File: src/design/node_to_face_adjacency_builder_defines.svh
// Assertion macros used by the adjacency builder datapath (ntf_dp).
`ifndef NODE_TO_FACE_ADJACENCY_BUILDER_DEFINES_SVH
`define NODE_TO_FACE_ADJACENCY_BUILDER_DEFINES_SVH

// Property checked every cycle outside reset.
`define NTF_CHECK(lbl, prop) \
    lbl: assert property (@(posedge i_clk) disable iff (!i_rst_n) (prop)) \
        else $error("ntf check failed");

// Same-cycle implication outside reset.
`define NTF_IMPLY(lbl, ante, cons) \
    lbl: assert property (@(posedge i_clk) disable iff (!i_rst_n) (ante) |-> (cons)) \
        else $error("ntf implication failed");

// Next-cycle implication outside reset.
`define NTF_NEXT(lbl, ante, cons) \
    lbl: assert property (@(posedge i_clk) disable iff (!i_rst_n) (ante) |=> (cons)) \
        else $error("ntf sequence failed");

`endif

File: src/design/ntf_pkg.sv
package ntf_pkg;

    localparam int MAX_NODES      = 1024;
    localparam int MAX_FACES      = 1024;
    localparam int MAX_FACE_NODES = 4;
    localparam int MAX_ENTRIES    = 4096;

    localparam int NODE_W  = 10;   // node index
    localparam int FACE_W  = 10;   // face index
    localparam int FCNT_W  = 11;   // face count, holds MAX_FACES
    localparam int SIZE_W  = 3;    // face size
    localparam int ENT_W   = 12;   // entry table address
    localparam int CNT_W   = 13;   // valence / corner count, holds MAX_ENTRIES
    localparam int CFG_W   = 11;
    localparam int SLOT_W  = 12;
    localparam int FWORD_W = SIZE_W + MAX_FACE_NODES * NODE_W;

    localparam logic [CFG_W-1:0] CFG_RESET = CFG_W'(1024);

    // item kinds
    localparam logic [1:0] KIND_ADD   = 2'd0;
    localparam logic [1:0] KIND_BUILD = 2'd1;
    localparam logic [1:0] KIND_QUERY = 2'd2;
    localparam logic [1:0] KIND_CLEAR = 2'd3;

    // result status codes
    localparam logic [1:0] ST_OK        = 2'd0;
    localparam logic [1:0] ST_RANGE     = 2'd1;
    localparam logic [1:0] ST_NOT_BUILT = 2'd2;
    localparam logic [1:0] ST_SLOT      = 2'd3;

    // datapath operations
    typedef enum logic [4:0] {
        OP_NONE,
        OP_CAP,
        OP_CLR,
        OP_ADD_CHK,
        OP_ADD_RD,
        OP_ADD_WR,
        OP_PFX_RD,
        OP_PFX_WR,
        OP_FACE_RD,
        OP_FACE_NX,
        OP_COR_RD,
        OP_COR_WR,
        OP_BLT,
        OP_Q_RD,
        OP_Q_BK,
        OP_Q_FIN,
        OP_OUT
    } t_op;

    typedef struct packed {
        t_op  op;
        logic idle;
    } t_cmd;

    typedef struct packed {
        logic [1:0] kind;
        logic       add_bad;
        logic       cor_done;
        logic       face_done;
        logic       idx_last;
        logic       out_free;
    } t_sts;

endpackage

File: src/design/ntf_ctrl.sv
module ntf_ctrl (
    input  logic          i_clk,
    input  logic          i_rst_n,
    input  logic          i_valid,
    input  ntf_pkg::t_sts i_sts,
    output ntf_pkg::t_cmd o_cmd
);

    typedef enum logic [14:0] {
        S_INIT     = 15'b000000000000001,
        S_IDLE     = 15'b000000000000010,
        S_ADD_CHK  = 15'b000000000000100,
        S_ADD_RD   = 15'b000000000001000,
        S_ADD_WR   = 15'b000000000010000,
        S_PFX_RD   = 15'b000000000100000,
        S_PFX_WR   = 15'b000000001000000,
        S_FACE_CHK = 15'b000000010000000,
        S_COR_RD   = 15'b000000100000000,
        S_COR_WR   = 15'b000001000000000,
        S_Q_RD     = 15'b000010000000000,
        S_Q_BK     = 15'b000100000000000,
        S_Q_FIN    = 15'b001000000000000,
        S_CLR      = 15'b010000000000000,
        S_RES      = 15'b100000000000000
    } t_state;

    t_state     r_state;
    t_state     n_state;
    ntf_pkg::t_op w_op;

    // next state and datapath command
    always_comb begin
        n_state = r_state;
        w_op    = ntf_pkg::OP_NONE;
        case (r_state)
            S_INIT: begin
                w_op = ntf_pkg::OP_CLR;
                if (i_sts.idx_last) n_state = S_IDLE;
            end
            S_IDLE: begin
                if (i_valid) begin
                    w_op = ntf_pkg::OP_CAP;
                    case (i_sts.kind)
                        ntf_pkg::KIND_ADD:   n_state = S_ADD_CHK;
                        ntf_pkg::KIND_BUILD: n_state = S_PFX_RD;
                        ntf_pkg::KIND_QUERY: n_state = S_Q_RD;
                        default:             n_state = S_CLR;
                    endcase
                end
            end
            S_ADD_CHK: begin
                w_op    = ntf_pkg::OP_ADD_CHK;
                n_state = i_sts.add_bad ? S_RES : S_ADD_RD;
            end
            S_ADD_RD: begin
                if (i_sts.cor_done) begin
                    n_state = S_RES;
                end else begin
                    w_op    = ntf_pkg::OP_ADD_RD;
                    n_state = S_ADD_WR;
                end
            end
            S_ADD_WR: begin
                w_op    = ntf_pkg::OP_ADD_WR;
                n_state = S_ADD_RD;
            end
            S_PFX_RD: begin
                w_op    = ntf_pkg::OP_PFX_RD;
                n_state = S_PFX_WR;
            end
            S_PFX_WR: begin
                w_op    = ntf_pkg::OP_PFX_WR;
                n_state = i_sts.idx_last ? S_FACE_CHK : S_PFX_RD;
            end
            S_FACE_CHK: begin
                if (i_sts.face_done) begin
                    w_op    = ntf_pkg::OP_BLT;
                    n_state = S_RES;
                end else begin
                    w_op    = ntf_pkg::OP_FACE_RD;
                    n_state = S_COR_RD;
                end
            end
            S_COR_RD: begin
                if (i_sts.cor_done) begin
                    w_op    = ntf_pkg::OP_FACE_NX;
                    n_state = S_FACE_CHK;
                end else begin
                    w_op    = ntf_pkg::OP_COR_RD;
                    n_state = S_COR_WR;
                end
            end
            S_COR_WR: begin
                w_op    = ntf_pkg::OP_COR_WR;
                n_state = S_COR_RD;
            end
            S_Q_RD: begin
                w_op    = ntf_pkg::OP_Q_RD;
                n_state = S_Q_BK;
            end
            S_Q_BK: begin
                w_op    = ntf_pkg::OP_Q_BK;
                n_state = S_Q_FIN;
            end
            S_Q_FIN: begin
                w_op    = ntf_pkg::OP_Q_FIN;
                n_state = S_RES;
            end
            S_CLR: begin
                w_op = ntf_pkg::OP_CLR;
                if (i_sts.idx_last) n_state = S_RES;
            end
            S_RES: begin
                if (i_sts.out_free) begin
                    w_op    = ntf_pkg::OP_OUT;
                    n_state = S_IDLE;
                end
            end
            default: n_state = S_INIT;
        endcase
    end

    always_ff @(posedge i_clk) begin
        if (!i_rst_n) r_state <= S_INIT;
        else          r_state <= n_state;
    end

    assign o_cmd.op   = w_op;
    assign o_cmd.idle = (r_state == S_IDLE);

endmodule

File: config.mk
export PLATFORM = sky130hd
export DESIGN_NAME = ntf_ctrl
export DESIGN_NICKNAME = d
export VERILOG_FILES = /design/src/design/node_to_face_adjacency_builder_defines.svh /design/src/design/ntf_pkg.sv /design/src/design/ntf_ctrl.sv
export SDC_FILE = /design/constraint.sdc
export NUM_CORES = 1
export LEC_CHECK = 0
export BUFFER_PORTS_ARGS = -buffer_cell sky130_fd_sc_hd__buf_2
export CAP_MARGIN = 20
export CELL_PAD_IN_SITES_DETAIL_PLACEMENT = 0
export CELL_PAD_IN_SITES_GLOBAL_PLACEMENT = 1
export CORE_ASPECT_RATIO = 0.75
export CORE_UTILIZATION = 38
export DETAILED_ROUTE_END_ITERATION = 12
export MAX_ROUTING_LAYER = met4
export PLACE_DENSITY = 0.74
export SYNTH_ARGS = -nofsm -noshare
export SYNTH_HDL_FRONTEND = slang
export SYNTH_SLANG_ARGS = --single-unit
File: constraint.sdc
create_clock -name i_clk -period 5.93 [get_ports i_clk]
set_clock_uncertainty 0.1 [all_clocks]
set_input_delay 0.593 -clock i_clk [delete_from_list [all_inputs] [get_ports i_clk]]
set_output_delay 0.593 -clock i_clk [all_outputs]
set_load 0.01 [all_outputs]
==> results of run 1 <==
## final timing paths
check | endpoint | slack [ns] | cells after the start
setup / recovery | o_cmd[2] | 3.16 | 7
hold / removal | r_state[2] | 0.44 | 2
setup reg to reg | r_state[0] | 3.68 | 5
hold reg to reg | r_state[6] | 0.49 | 2
## through the flow
| stage | utilization (%) | setup slack (ns) | cells |
|---|---|---|---|
| global route | 46.3 | 3.02 | 190 |
| CTS | 46.3 | 3.17 | 190 |
| detailed placement | 44.6 | 3.44 | 186 |
| finish | 46.3 | 3.16 | 190 |
| floorplan | - | 3.69 | 140 |
| global placement | 44.6 | 3.40 | 186 |
## per-layer routing
layer	GRT usage, %	vias up	part of all wire [%]
li1	-	560	-
met1	29.6	505	49
met2	31.1	42	42
met3	6.54	6	8.4
met4	4.55	0	1.1
met5	-	-	0
## power breakdown
group | total [mW] | switching [mW] | internal (mW)
clock network | 0.0850 | 0.0384 | 0.0466
logic | 0.0468 | 0.0275 | 0.0194
registers | 0.109 | 0.00586 | 0.103
total | 0.241 | 0.0718 | 0.169
## final cells by class
cell class	instances	area, sq um
Fill cell	271	1420
Multi-Input combinational cell	113	723
Sequential cell	15	300
Timing Repair Buffer	17	90.1
Tap cell	36	45.0
Clock buffer	3	41.3
Inverter	5	18.8
Clock inverter	1	5.00
## cells by family (layout without fill, tap and decap cells)
kind of cell / Yosys count / in the layout / synth area share [%]
buffers and inverters: 12 / 26 / 5.21
muxes: 1 / 1 / 0.927
and+or+nand+nor: 90 / 90 / 51.3
xor gates and xnor gates: 5 / 5 / 4.06
DFF: 15 / 15 / 27.8
AOI/OAI and AO/OA: 17 / 17 / 10.7
## worst reg2reg max path, stage by stage (launching register included)
cell and delay [ns]:
dfxtp_1 0.41, nor4_4 0.50, nand2_4 0.12, or4_4 0.50, nor4b_4 0.15, a221o_1 0.36
## synth_stat cells, types with 2 or more instances
master    number  share of area (%)
clkbuf_1       3                1.0
nor3b_1        2                1.4
or2_2          2                1.2
nand4_1       10                5.8
nand4b_1       4                3.2
dfxtp_1       15                 28
o21ai_0        3                1.4
nor4_1         4                2.3
xnor2_1        2                1.6
nor3_1         7                3.2
a21oi_1        4                1.9
nand2_1        8                2.8
xor2_1         3                2.4
and3_1         2                1.2
o211ai_1       2                1.4
nand3_1        6                2.8
nor2_1        26                9.0
buf_2          3                1.4
inv_1          5                1.7
nor4b_1        7                5.7
==> flow_summary.toml, run 1 <==
[outcome]
status = "complete, no violations"

[grt]
grt_pass1_wl_microns = 4570
grt_overflow_total = 0
antenna_found_initial = 0
grt_max_degree = 15
grt_pass1_vias = 901
grt_usage_pct = 21.6

[critical_path]
critPathTopFamily = "simple AND/OR/NAND/NOR gates"
endpoint_kind = "primary output"
required_ns = 5.24
cp_max_fo = 11
worstReg2RegStart = "r_state[0]"
critPathLaunchType = "flip-flop"
crit_arrival_ns = 2.08
startpoint = "r_state[10]"
cpPeakStageDelay_ns = 0.54
cp_cell_sequence = "nor4_1, buf_4, nand4b_1, a21oi_1, nor4_1, o211ai_1, buf_2"
crit_buf_inv = 2
worstSetupPathType = "reg2out"
cp_slowest_cell = "dfxtp_1"
worst_path_most_repeated_cell = "nor4_1"

[min_path]
hp-class = "in2reg"
hp-start = "i_sts[6]"

[synthesis]
synth_area_sq_um = 1080
yosysWarnings = 0
ys_async_sr_fraction_pct = 0
synth_cells = 140
avgSynthCellArea_sq_um = 7.71
synth_cell_types = 42
ys_seq_area_share_pct = 27.8
synth_flop_cell = "dfxtp_1"
synth-edff-count = 0
synth_fp_nets = 150
synth-seq-cells = 15

[clock_network]
hold_buffers = 0
cts_tree = "built"
cts_buffer_depth = 2
clock_latency_ns = 0.25
path_clk_slew_ns = 0.06
clkSinkCount = 15
htree_levels = 1
cts_buffers = 3
cts_setup_buffers = 0
cts_resized = 0
cts-root-buf = "clkbuf_8"

[layout]
area_delta_synth_final_pct = 13.3
reg_top3 = "r_state x15"
final_cell_area_sq_um = 1220
layout_commonest_cell = "nor2_1"
layout_common_cells = "nor2_1, buf_2, dfxtp_1"
largest_reg_flops = 15
diodes = 0
nNetsFinal = 165
largest-register = "r_state"
post_route_cells_drive_above_1_share_pct = 19.5

[timing]
hold_violations = 0
worst_slew_pin_slew_ns = 0.550
fin_crit_ns = 2.77
max_freq_mhz = 360
grt_setup_unrepaired = "false"
slew_headroom_pct = 62.8
timing.hold.ws_ns = 0.444
timing.final.crit_share_pct = 46.8
finalSetupTns_ns = 0
slew_viol_final = 0
setup_viol = 0

[pwr]
vdd_ir_drop_max_mv = 0.119
p_per_area_nw_per_um2 = 197
leakagePower_nw = 0.502
total_power_mw = 0.241

[die]
dieArea_sq_um = 3060
die_w_microns = 63.6
die_h_microns = 48.2
initial_core_util_pct = 40.9
core_sq_um = 2640
pin_count = 16
num_rows = 16

[flow_run]
cap_violations = 0

[routing]
first_iter_violations = 103
wl_per_cell_microns = 15.5
routed_via_density = 5.86
firstDrtPassIters = 4
ant_nets = 0
via_count = 1113
finalWirelength_microns = 2950
drc = 0

[place]
dpl.hpwl_microns = 2280
place_area_sq_um = 1180
gp_congestion = 0.857
numPortBuffers = 15
Power figures use the tool's default switching activity.
==> run 2, diff against run 1 <==
Settings changed: ABC_AREA set to 1, PLACE_DENSITY 0.74 to 0.77.
Clock period 5.93 ns to 2.7 ns, I/O delays scaled along.
==> run 2 against run 1 <==
Effect of this change: non-clock buffer count is 2 lower; hold slack got worse by 0.28 ns; utilization grew 1.2 points; critical path depth grew 1; clock-buffer cell count increased by 1; routed wire length fell by 7.7%; via count grew 0.72%; area after synthesis up 7.5%; sequential share of layout area down 1.5 points; largest cell class unchanged.
==> flow_summary.toml, run 2 <==
[layout]
fillerInstances = 287
diodes = 0
nNetsFinal = 211
reg_top3 = "r_state x15"
largest-register = "r_state"
layout_commonest_cell = "nand2_1"
post_route_cells_drive_above_1_share_pct = 29.5
area_delta_synth_final_pct = 12.3
layout_common_cells = "nand2_1, nor2_1, inv_1"
largest_reg_flops = 15

[critical_path]
crit_arrival_ns = 1.78
worstReg2RegStart = "r_state[4]"
cp_max_fo = 15
critPathLaunchType = "flip-flop"
required_ns = 2.33
endpoint_kind = "primary output"
r2r_slack_ns = 0.89
rr_endpoint = "r_state[9]"
r2r.worst_path.cells = 11
worstSetupPathType = "reg2out"

[clock_network]
cts_buffers = 3
cts_resized = 0
cts_tree = "built"
hold_buffers = 0
clock_latency_ns = 0.25
cts_buffer_depth = 2
cts_setup_buffers = 0
path_clk_slew_ns = 0.06
htree_levels = 1
clkSinkCount = 15
cts-root-buf = "clkbuf_8"

[timing]
timing.final.crit_share_pct = 79.6
fin_crit_ns = 2.15
slew_viol_final = 0
slew_headroom_pct = 77.9
finalSetupTns_ns = 0
grt_setup_unrepaired = "false"
timing.hold.ws_ns = 0.166
worst_slew_pin_slew_ns = 0.331
max_freq_mhz = 466
hold_violations = 0
setup_viol = 0

[synthesis]
synth_fp_nets = 193
yosysWarnings = 0
synth_commonest_cells = "nand2_1, nor2_1, inv_1, dfxtp_1, nor2_2"
synth_area_sq_um = 1160
ys_seq_area_share_pct = 25.9
yosysMostFrequentCell = "nand2_1"
synth-seq-cells = 15
netlist_top_cells_area = "dfxtp_1, nand2_1, nor2_1, nor2_2, inv_1"
synth_flop_cell = "dfxtp_1"
synth-edff-count = 0
synth_area_leader_cell = "dfxtp_1"
synth_cell_types = 24
synth_top_area_share_pct = 25.9
ys_async_sr_fraction_pct = 0
avgSynthCellArea_sq_um = 6.34
synth_cells = 183

[pwr]
p_int_mw = 0.482
leakagePower_nw = 0.653
power_switching_mw = 0.397
pwr-share-comb_pct = 48.7
vdd_ir_drop_max_mv = 0.212
seq_power_share_pct = 29.9
switching_share_pct = 45.1
p_per_area_nw_per_um2 = 674
p_clk_share_pct = 21.4

[die]
die_h_microns = 49.9
die_w_microns = 65.8
pin_count = 16
num_rows = 16
initial_core_util_pct = 42.3
core_sq_um = 2740
dieArea_sq_um = 3280

[grt]
grt_pass1_vias = 1071
grt_max_degree = 16
grt_pass1_wl_microns = 4690
grt_overflow_total = 0
grt_usage_pct = 19.6
antenna_found_initial = 0

[min_path]
holdPathEnd = "r_state[0]"
whs_path_depth = 2
hp-start = "i_rst_n"
hp-class = "in2reg"

[place]
dpl.hpwl_microns = 2260
numPortBuffers = 15
gp_congestion = 0.835

[routing]
via_count = 1121
drc = 0
ant_nets = 0
finalWirelength_microns = 2720
routed_via_density = 4.75
wl_per_cell_microns = 11.5
firstDrtPassIters = 4
first_iter_violations = 50

[flow_run]
cap_violations = 0

[outcome]
status = "complete, no violations"
-- run 2: logic make-up (layout without fill, tap and decap cells) --
family	Yosys count	count (layout)	share of synthesized area, %
buf+inv	28	45	10.3
compound gates	13	13	6.47
simple gates	127	127	57.3
flops	15	15	25.9
-- run 2: worst max path at each step --
| stage | cells past startpoint | startpoint | end | slack (ns) |
|---|---|---|---|---|
| 2_1_floorplan | 8 | r_state[0] | o_cmd[2] | 1.12 |
| 5_1_grt | 8 | r_state[10] | o_cmd[1] | 0.41 |
| 6_report | 8 | r_state[10] | o_cmd[1] | 0.55 |
| 4_1_cts | 8 | r_state[10] | o_cmd[1] | 0.55 |
| 3_3_place_gp | 8 | r_state[4] | o_cmd[1] | 0.86 |
| 3_5_place_dp | 8 | r_state[10] | o_cmd[1] | 0.84 |
-- run 2: power groups by stage --
stage	clock [mW]	sequential [mW]	combinational, mW
2_1_floorplan	0	0.264	0.363
3_3_place_gp	0	0.268	0.426
6_report	0.188	0.263	0.428
4_1_cts	0.192	0.263	0.428
3_5_place_dp	0	0.267	0.427
5_1_grt	0.211	0.266	0.478
-- run 2: metrics by stage --
step / instances / area (sq um) / utilization [%] / setup slack, ns / total power [mW]
floorplan: 183 / 1160 / - / 1.12 / 0.627
global placement: 232 / 1260 / 45.9 / 0.864 / 0.694
detailed placement: 232 / 1260 / 45.9 / 0.843 / 0.694
CTS: 236 / 1300 / 47.5 / 0.555 / 0.883
global route: 236 / 1300 / 47.5 / 0.410 / 0.955
finish: 236 / 1300 / 47.5 / 0.552 / 0.879
-- run 2: routing by layer --
metal,share of wire [%],wire length [microns],global-route usage (%),up-vias
li1,-,-,-,609
met1,55,1490,27.6,486
met2,40,1090,27.4,26
met3,5.3,144,5.56,0
met4,0,0,4.35,0
met5,0,0,-,-
-- run 2: cell type report --
cell class | instances | area (sq um) | area share (%)
multi-input combinational | 140 | 741 | 56.8
clock buffer | 4 | 45.0 | 3.45
tap | 36 | 45.0 | 3.45
inverter | 26 | 97.6 | 7.49
sequential | 15 | 300 | 23.0
timing repair buffer | 15 | 75.1 | 5.76
-- run 2: worst max-delay path, cell delays in order, from the launching register on --
cell and delay [ns]:
dfxtp_1 0.32, nor2_2 0.16, nand2_2 0.16, nor2_8 0.23, nand2_1 0.18, inv_1 0.12
nand2_1 0.09, o2111ai_1 0.10, buf_2 0.16
